[src/rtl/indexed_list_engine_macros.svh]
`ifndef INDEXED_LIST_ENGINE_MACROS_SVH
`define INDEXED_LIST_ENGINE_MACROS_SVH

// Checks that hold in the same cycle as the antecedent.
`define ILE_ASSERT_NOW(label, ante, cons, msg) \
   label: assert property (@(posedge clock) disable iff (reset) (ante) |-> (cons)) \
      else $error(msg);

// Checks on the cycle after the antecedent.
`define ILE_ASSERT_NEXT(label, ante, cons, msg) \
   label: assert property (@(posedge clock) disable iff (reset) (ante) |=> (cons)) \
      else $error(msg);

`endif

[src/rtl/ile_pkg.sv]
package ile_pkg;

   localparam int CMD_BITS      = 3;
   localparam int POS_BITS      = 8;
   localparam int VALUE_BITS    = 32;
   localparam int COUNT_BITS    = 9;
   localparam int STATUS_BITS   = 2;
   localparam int WIDE_BITS     = 64;

   localparam int DEFAULT_CAPACITY  = 256;
   localparam int DEFAULT_WORD_BITS = 32;

   typedef enum logic [CMD_BITS-1:0] {
      CMD_APPEND       = 3'd0,
      CMD_REPLACE      = 3'd1,
      CMD_READ         = 3'd2,
      CMD_REMOVE_SHIFT = 3'd3,
      CMD_REMOVE_SWAP  = 3'd4,
      CMD_REMOVE_EQUAL = 3'd5
   } cmd_type;

   typedef enum logic [STATUS_BITS-1:0] {
      ST_OK      = 2'd0,
      ST_BAD_POS = 2'd1,
      ST_FULL    = 2'd2
   } status_type;

   typedef struct packed {
      logic [CMD_BITS-1:0]   cmd;
      logic [POS_BITS-1:0]   position;
      logic [VALUE_BITS-1:0] elem_value;
   } req_type;

   typedef struct packed {
      logic [VALUE_BITS-1:0]  out_value;
      logic [COUNT_BITS-1:0]  count;
      logic [STATUS_BITS-1:0] status;
   } rsp_type;

   typedef struct packed {
      logic rd_en;
      logic wr_en;
      logic fill_we;
   } mem_ctl_type;

endpackage

[src/rtl/ile_ctrl.sv]
`include "indexed_list_engine_macros.svh"

module ile_ctrl #(
   parameter int CAPACITY  = ile_pkg::DEFAULT_CAPACITY,
   parameter int WORD_BITS = ile_pkg::DEFAULT_WORD_BITS
) (
   input  logic                             clock,
   input  logic                             reset,
   input  logic                             req_valid,
   output logic                             req_ready,
   input  ile_pkg::req_type                 req,
   input  logic                             out_free,
   output logic                             done,
   output ile_pkg::rsp_type                 rsp,
   output ile_pkg::mem_ctl_type             mem_ctl,
   output logic [$clog2(CAPACITY)-1:0]      rd_addr,
   output logic [$clog2(CAPACITY)-1:0]      wr_addr,
   output logic [WORD_BITS-1:0]             wr_data,
   output logic [$clog2(CAPACITY+1)-1:0]    fill_in,
   input  logic [WORD_BITS-1:0]             rd_data,
   input  logic [$clog2(CAPACITY+1)-1:0]    fill
);

   localparam int AW = $clog2(CAPACITY);
   localparam int FW = $clog2(CAPACITY + 1);
   localparam int CW = (FW > ile_pkg::POS_BITS) ? FW : ile_pkg::POS_BITS;

   typedef enum logic [5:0] {
      S_IDLE     = 6'b000001,
      S_DISPATCH = 6'b000010,
      S_FETCH    = 6'b000100,
      S_SWAP     = 6'b001000,
      S_WALK     = 6'b010000,
      S_DONE     = 6'b100000
   } state_type;

   state_type                       state_ff, state_in;
   logic [ile_pkg::CMD_BITS-1:0]    cmd_ff, cmd_in;
   logic [ile_pkg::POS_BITS-1:0]    pos_ff, pos_in;
   logic [WORD_BITS-1:0]            val_ff, val_in;
   logic [WORD_BITS-1:0]            res_ff, res_in;
   logic [ile_pkg::STATUS_BITS-1:0] status_ff, status_in;
   logic [FW-1:0]                   rd_idx_ff, rd_idx_in;
   logic [FW-1:0]                   wr_idx_ff, wr_idx_in;
   logic                            pend_ff, pend_in;

   logic          bad_pos;
   logic          full;
   logic [FW-1:0] last_idx;

   assign bad_pos  = CW'(pos_ff) >= CW'(fill);
   assign full     = fill == FW'(CAPACITY);
   assign last_idx = fill - FW'(1);

   always_comb begin
      state_in  = state_ff;
      cmd_in    = cmd_ff;
      pos_in    = pos_ff;
      val_in    = val_ff;
      res_in    = res_ff;
      status_in = status_ff;
      rd_idx_in = rd_idx_ff;
      wr_idx_in = wr_idx_ff;
      pend_in   = pend_ff;
      mem_ctl   = '0;
      rd_addr   = '0;
      wr_addr   = '0;
      wr_data   = val_ff;
      fill_in   = fill;
      done      = 1'b0;
      req_ready = state_ff == S_IDLE;

      case (state_ff)
         S_IDLE: begin
            if (req_valid) begin
               cmd_in    = req.cmd;
               pos_in    = req.position;
               val_in    = WORD_BITS'(ile_pkg::WIDE_BITS'(req.elem_value));
               res_in    = '0;
               status_in = ile_pkg::ST_OK;
               state_in  = S_DISPATCH;
            end
         end
         S_DISPATCH: begin
            state_in = S_DONE;
            case (cmd_ff)
               ile_pkg::CMD_APPEND: begin
                  if (full) begin
                     status_in = ile_pkg::ST_FULL;
                  end else begin
                     mem_ctl.wr_en   = 1'b1;
                     wr_addr         = fill[AW-1:0];
                     mem_ctl.fill_we = 1'b1;
                     fill_in         = fill + FW'(1);
                  end
               end
               ile_pkg::CMD_REPLACE, ile_pkg::CMD_READ, ile_pkg::CMD_REMOVE_SHIFT,
               ile_pkg::CMD_REMOVE_SWAP: begin
                  if (bad_pos) begin
                     status_in = ile_pkg::ST_BAD_POS;
                  end else begin
                     mem_ctl.rd_en = 1'b1;
                     rd_addr       = AW'(pos_ff);
                     state_in      = S_FETCH;
                  end
               end
               ile_pkg::CMD_REMOVE_EQUAL: begin
                  rd_idx_in = '0;
                  wr_idx_in = '0;
                  pend_in   = 1'b0;
                  state_in  = S_WALK;
               end
               default: begin
                  state_in = S_DONE;
               end
            endcase
         end
         S_FETCH: begin
            res_in   = rd_data;
            state_in = S_DONE;
            case (cmd_ff)
               ile_pkg::CMD_REPLACE: begin
                  mem_ctl.wr_en = 1'b1;
                  wr_addr       = AW'(pos_ff);
               end
               ile_pkg::CMD_REMOVE_SWAP: begin
                  mem_ctl.rd_en = 1'b1;
                  rd_addr       = last_idx[AW-1:0];
                  state_in      = S_SWAP;
               end
               ile_pkg::CMD_REMOVE_SHIFT: begin
                  rd_idx_in = FW'(pos_ff) + FW'(1);
                  wr_idx_in = FW'(pos_ff);
                  pend_in   = 1'b0;
                  state_in  = S_WALK;
               end
               default: begin
                  state_in = S_DONE;
               end
            endcase
         end
         S_SWAP: begin
            // move the last entry into the gap
            mem_ctl.wr_en   = 1'b1;
            wr_addr         = AW'(pos_ff);
            wr_data         = rd_data;
            mem_ctl.fill_we = 1'b1;
            fill_in         = last_idx;
            state_in        = S_DONE;
         end
         S_WALK: begin
            // reads run at least one entry ahead of the compacting write pointer
            if (pend_ff) begin
               if (!(cmd_ff == ile_pkg::CMD_REMOVE_EQUAL && rd_data == val_ff)) begin
                  mem_ctl.wr_en = 1'b1;
                  wr_addr       = wr_idx_ff[AW-1:0];
                  wr_data       = rd_data;
                  wr_idx_in     = wr_idx_ff + FW'(1);
               end
            end
            if (rd_idx_ff < fill) begin
               mem_ctl.rd_en = 1'b1;
               rd_addr       = rd_idx_ff[AW-1:0];
               rd_idx_in     = rd_idx_ff + FW'(1);
               pend_in       = 1'b1;
            end else begin
               pend_in = 1'b0;
               if (!pend_ff) begin
                  mem_ctl.fill_we = 1'b1;
                  fill_in         = wr_idx_ff;
                  state_in        = S_DONE;
               end
            end
         end
         S_DONE: begin
            if (out_free) begin
               done     = 1'b1;
               state_in = S_IDLE;
            end
         end
         default: begin
            state_in = S_IDLE;
         end
      endcase
   end

   assign rsp.out_value = ile_pkg::VALUE_BITS'(ile_pkg::WIDE_BITS'(res_ff));
   assign rsp.count     = ile_pkg::COUNT_BITS'(fill);
   assign rsp.status    = status_ff;

   always_ff @(posedge clock) begin
      if (reset) begin
         state_ff <= S_IDLE;
         pend_ff  <= 1'b0;
      end else begin
         state_ff <= state_in;
         pend_ff  <= pend_in;
      end
   end

   always_ff @(posedge clock) begin
      cmd_ff    <= cmd_in;
      pos_ff    <= pos_in;
      val_ff    <= val_in;
      res_ff    <= res_in;
      status_ff <= status_in;
      rd_idx_ff <= rd_idx_in;
      wr_idx_ff <= wr_idx_in;
   end

   `ILE_ASSERT_NOW(a_fill_range, 1'b1, fill <= FW'(CAPACITY), "entry count above capacity")
   `ILE_ASSERT_NOW(a_walk_order, mem_ctl.wr_en && state_ff == S_WALK, wr_idx_ff < rd_idx_ff, "compacting write overtook read")
   `ILE_ASSERT_NEXT(a_accept_dispatch, req_valid && req_ready, state_ff == S_DISPATCH, "accepted request not dispatched")
   `ILE_ASSERT_NEXT(a_done_release, state_ff == S_DONE && out_free, state_ff == S_IDLE, "result handed over but not idle")

endmodule

[config.mk]
export PLATFORM = sky130hd
export DESIGN_NAME = ile_ctrl
export DESIGN_NICKNAME = d
export VERILOG_FILES = /design/src/rtl/ile_pkg.sv /design/src/rtl/ile_ctrl.sv
export VERILOG_INCLUDE_DIRS = /design/src /design/src/rtl
export SDC_FILE = /design/constraint.sdc
export NUM_CORES = 1
export LEC_CHECK = 0
export BUFFER_PORTS_ARGS = -buffer_cell sky130_fd_sc_hd__buf_2
export CORE_ASPECT_RATIO = 1.75
export CORE_UTILIZATION = 50
export CTS_CLUSTER_DIAMETER = 40
export CTS_CLUSTER_SIZE = 10
export DETAILED_ROUTE_END_ITERATION = 6
export GPL_TIMING_DRIVEN = 0
export PLACE_DENSITY_LB_ADDON = 0.1
export SYNTH_ARGS = -nofsm -noshare
export SYNTH_HDL_FRONTEND = slang
export SYNTH_SLANG_ARGS = --single-unit
[constraint.sdc]
create_clock -name clock -period 3.7 [get_ports clock]
set_clock_uncertainty 0.15 [all_clocks]
set_input_delay 0.37 -clock clock [delete_from_list [all_inputs] [get_ports clock]]
set_output_delay 0.37 -clock clock [all_outputs]
set_load 0.03 [all_outputs]
# After elaboration in Yosys (flattened, before gate mapping)
# Index checks and enable logic that the tools add are counted.
# op_classes
reduce_logical	13
addsub	5
magnitude_cmp	2
n_mux	61
n_eq_ne	25
# ops
op	count
case mux 32 bit (2 select lines)	2
two-way mux 32 bit	3
two-way mux 9 bit	10
case mux 9 bit (3 select lines)	3
two-way mux 8 bit	9
case mux 6 bit (6 select lines)	1
equality test 32 bit	1
case mux 8 bit (4 select lines)	1
two-way mux 6 bit	5
adder 9 x 1 -> 9 bit, second input constant	3
case mux 6 bit (2 select lines)	2
case mux 8 bit (3 select lines)	1
inequality test 2 bit, second input constant	8
two-way mux 1 bit	13
two-way mux 2 bit	5
AND reduction 5 bit	2
adder 8 x 1 -> 9 bit, second input constant	1
equality test 9 bit, second input constant	1
>= comparator 8 x 9 -> 1 bit	1
< comparator 9 bit	1
case mux 1 bit (3 select lines)	3
subtractor 9 x 1 -> 9 bit, second input constant	1
case mux 2 bit (2 select lines)	2
AND reduction 4 bit	2
20 further kinds	25
# totals
regBits	102
output_inout_bits	105
inputBits	88
word_cells	115

# Depth between registers and ports, before layout
# logic_depth
depth_word	5
depth_mapped	12
ltp_nobuf	10

# Worst setup path before layout
# Ideal clock, no wire load.
# synth_path
path_type	in2out
from	in fill[4]
to	out fill_in[5]
t_arrival_ps	2702
cell_stages	9
path_slack_ps	478
t_required_ps	3180
n_path_buf	2
cell_sequence	clkbuf_1 inv_1 ha_1 a211oi_1 o21ai_0 a211oi_2 clkbuf_1 nor3_1 o2bb2ai_1
# synth_via
elab_chain_len	4
elab_cells_between_ends	8
classes_between	2 x add/sub; 1 x order compare; 1 x eq/ne; 4 x mux
# synth_lines
element	line	source
start: declaration	ile_ctrl.sv:21	input logic [$clog2(CAPACITY+1)-1:0] fill
adder 9 x 1 -> 9 bit / equality test 9 bit (equally long branches)	ile_ctrl.sv:94, ile_ctrl.sv:52	
two-way mux 9 bit	ile_ctrl.sv:88	if (full) begin
two-way mux 9 bit	ile_ctrl.sv:86	case (cmd_ff)
case mux 9 bit (3 select lines) *	ile_ctrl.sv:73	case (state_ff)
end: declaration	ile_ctrl.sv:19	output logic [$clog2(CAPACITY+1)-1:0] fill_in,
# Mark *: on every way between the ends. The rest lies on a longest branch, timed or not.

==> results.md <==
- The worst max-slew margin expressed relative to the limit is 12.69%.
- The tightest hold path in the finished design has a slack of 0.02759 ns.
- The global-route total usage across every layer is 34.90%.
- After detailed routing, the average wire length per cell comes to 22.20 um.
- The total overflow left after global routing is 0.
- In the final timing run, aggregate negative setup slack is 0 ns.
- Compared with the post-synthesis result, the final layout area differs by 20.45%.
- The highest fanout seen on the critical path is 10.
- The Yosys warning count is 0.
- The critical path endpoint category is an output pin.
- The synthesized design contains 102 register bits.
- Clock latency on the worst-skew pair, taken at its later pin, is 0.36 ns.
- The final hold violation count is 0.
- With fillers left out, the area of the finished cells amounts to 9029 sq um.
- The tightest min-delay check is of the in2reg type.
- The number of global-route vias before repair is 7323.
- The synthesized netlist occupies a cell area of 7496 sq um.
- The width of the die is 94.56 um.
- The sequential element share of the synthesized area is 39.93%.
- In the synthesized netlist the dominant register cell turns out to be sky130_fd_sc_hd__edfxtp_1.
- The post-detailed-route DRC marker count is 0.
- In this run, the number of DRC markers left after iteration 0 of detailed routing was 506.
- The power density over cell area is 469.3 nW/um^2.
- The first global-routing pass estimated 39850 um of wire.
- The post-detailed-placement half-perimeter wirelength is 20260 um.
- The TritonCTS buffer count is 9.
- The maximum vdd ir drop is 0.0002743 V.
- The total count of max-transition violations in the final report came to 0.
- The iteration count of the initial detailed-routing pass is 6.
- The dominant cell type by area after synthesis is sky130_fd_sc_hd__edfxtp_1.
- The run finished with clean final reports.
- The floorplan has 58 rows.
- For this design the top-level I/O count stands at 193.
- The synthesized instance count is 816.
- Summing over every cut layer, the via total after detailed routing is 7564.
- The number of levels the H-tree was split into is 3.
- The commonest cells after synthesis are sky130_fd_sc_hd__edfxtp_1 (95), sky130_fd_sc_hd__nand2_1 (73), sky130_fd_sc_hd__and2_1 (66).
- The pin slew with the least headroom to its limit is 1.296 ns.
- The maximum number of pins on one net before global-route repair is 38.
- After synthesis, the cell types taking the most area are sky130_fd_sc_hd__edfxtp_1 (38%), sky130_fd_sc_hd__and2_1 (5.5%), sky130_fd_sc_hd__a221oi_1 (3.9%).
- Using the TritonRoute via totals, the vias-per-cell ratio works out to 6.288.
- The count of antenna-violating nets left after detailed routing is 0.
- The effective utilization at floorplan is 51.65%.
- The TritonCTS clock tree is built.
- After detailed routing, the total wire length is 26700 um.
- The count of buffers added on input and output ports is 189.
- The worst setup path is of the reg2out kind.
- Setup repair after global routing left no endpoint under its margin.
- The number of antenna violations at the first check in global routing came to 2.
- The post-route fraction of the period consumed by the critical path is 98.42%.
- The number of buffers inserted for hold repair after clock tree synthesis is 0.
- The fraction of synthesis flops using an asynchronous set or reset pin is 0%.
- Counting flops with a built-in enable in the synthesized netlist gives 95.
- The register-to-register setup slack is 0.23 ns.
- The number of nets in the synthesized netlist is 926.
- The clock net in this run drives a total of 102 sinks.
- Timing would allow up to 274.6 MHz.
- The max-capacitance violation count is 0.
- After detailed placement, the total cell area comes to 8687 sq um.
- The count of distinct cell types in the synthesized netlist is 70.
- The routability congestion estimate from global placement is 0.9933.
- The leakage power is 3.676 nW.
- The final net count is 1127.
- Setup violations remaining at the end of the flow were counted as 0.
- The standard cell core area is 14510 sq um.
- The count of filler cells inserted in the layout is 1371.
- The root buffer cell is sky130_fd_sc_hd__clkbuf_16.
- Power comes to 0.004238 W.
- The clock period minus worst slack is 3.641 ns.
- The proportion of netlist area held by the largest area contributor is 38.06%.
- The area of the die is 15500 sq um.
- For the worst setup path, the data required time is 3.18 ns.
- After clock tree synthesis, the clock-pin slew on the worst setup and hold paths is 0.08 ns.
- The height of the die is 164.0 um.
- The cell with the most instances after synthesis is sky130_fd_sc_hd__edfxtp_1.
- The maximum buffer depth of the clock tree is 2.
- The share of the core filled with cells is 62.21%.
- The type of element launching the critical path is a flop.
- The synthesized area divided by synthesized cell count is 9.186 sq um.
- The worst endpoint data arrival time is 3.12 ns.
- The post-route netlist has 24.56% of its cells at a drive strength greater than 1.
## layout by cell type (no fill, tap or decap), types with 5 or more instances in the layout
cell type / instances
sky130_fd_sc_hd__xnor2_1: 29
sky130_fd_sc_hd__clkbuf_2: 8
sky130_fd_sc_hd__nor2_1: 29
sky130_fd_sc_hd__ha_1: 22
sky130_fd_sc_hd__o21ai_0: 50
sky130_fd_sc_hd__a22oi_1: 9
sky130_fd_sc_hd__buf_4: 11
sky130_fd_sc_hd__edfxtp_1: 95
sky130_fd_sc_hd__inv_1: 18
sky130_fd_sc_hd__or4_1: 37
sky130_fd_sc_hd__xor2_1: 28
sky130_fd_sc_hd__a41oi_1: 5
sky130_fd_sc_hd__nand3_1: 50
sky130_fd_sc_hd__a221o_1: 14
sky130_fd_sc_hd__buf_6: 6
sky130_fd_sc_hd__clkbuf_16: 9
sky130_fd_sc_hd__a221oi_1: 33
sky130_fd_sc_hd__dfxtp_1: 7
sky130_fd_sc_hd__a21oi_1: 13
sky130_fd_sc_hd__nand2_1: 72
sky130_fd_sc_hd__nor4_1: 8
sky130_fd_sc_hd__o21ai_1: 13
sky130_fd_sc_hd__o22ai_1: 12
sky130_fd_sc_hd__nor3_1: 13
sky130_fd_sc_hd__and3_1: 38
sky130_fd_sc_hd__and2_1: 66
sky130_fd_sc_hd__nand4_1: 9
sky130_fd_sc_hd__buf_2: 194
sky130_fd_sc_hd__clkbuf_1: 48
## per-layer routing
layer / global-route usage, % / wire length (um) / share of wire (%)
met3: 4.537 / 1611 / 6.0
met4: 25.28 / 2130 / 8.0
met5: 0 / 0 / 0
met2: 62.58 / 13930 / 52
met1: 36.53 / 9030 / 34
## registers in the layout, summed over array words and instances, names as in the netlist
signal	flops
val_ff	32
state_ff	6
status_ff	2
pos_ff	8
cmd_ff	3
rd_idx_ff	9
res_ff	32
pend_ff	1
wr_idx_ff	9
## cell families (layout without fill, tap and decap cells)
family	after synthesis	after routing	synth area share, %
buffers and inverters	98	304	6.042
multiplexers	4	4	0.5508
flip-flops	102	102	39.93
AO/OA/AOI/OAI	179	179	16.78
other	0	1	0
AND/OR/NAND/NOR	353	353	26.24
XOR/XNOR	57	57	6.660
adder cells (fa/ha/maj)	23	23	3.806
## final cells by class
cell class	instances	area (sq um)	area share, %
Inverter	20	75.07	0.8315
Multi-Input combinational cell	616	4075	45.14
Tap cell	180	225.2	2.494
Antenna cell	1	2.502	0.02772
Buffer	76	380.4	4.213
Clock inverter	7	71.32	0.7899
Sequential cell	102	2993	33.15
Clock buffer	9	225.2	2.494
Timing Repair Buffer	192	980.9	10.86
## worst paths after layout
path                             startpoint            to  cells after the start
worst max register to register  state_ff[0]  rd_idx_ff[6]                     12
worst min register to register      pend_ff       pend_ff                      2
worst max-delay path             val_ff[19]    mem_ctl[1]                      8
worst min-delay path                req[38]     pos_ff[6]                      1
## report_power, final
part	total, W	internal [W]	switching (W)
Combinational	0.00156	0.000495	0.00107
Clock	0.000974	0.000474	0.000499
Sequential	0.00170	0.00154	0.000160
## repair_timing
item | CTS | global route
setup endpoints to repair | 12 | 61
resized for setup | 3 | 14
setup buffers | 0 | 2
pin swaps | 0 | 1
## worst max-delay path: stages (launching register included)
cell                       delay, ns
sky130_fd_sc_hd__edfxtp_1       0.43
sky130_fd_sc_hd__xnor2_1        0.38
sky130_fd_sc_hd__nand4_1        0.22
sky130_fd_sc_hd__or4_4          0.57
sky130_fd_sc_hd__buf_6          0.16
sky130_fd_sc_hd__buf_6          0.14
sky130_fd_sc_hd__nor3_4         0.42
sky130_fd_sc_hd__o21ai_0        0.21
sky130_fd_sc_hd__buf_2          0.22
## through the flow
step / setup WS [ns] / std cells
after detailed placement: -0.2484 / 1186
after global placement: -0.2294 / 1185
after floorplan: 0.4782 / 816
after CTS: 0.02470 / 1202
final: 0.05859 / 1203
after global routing: 0.002206 / 1202
Note: power is estimated with default switching activity, not from simulation.
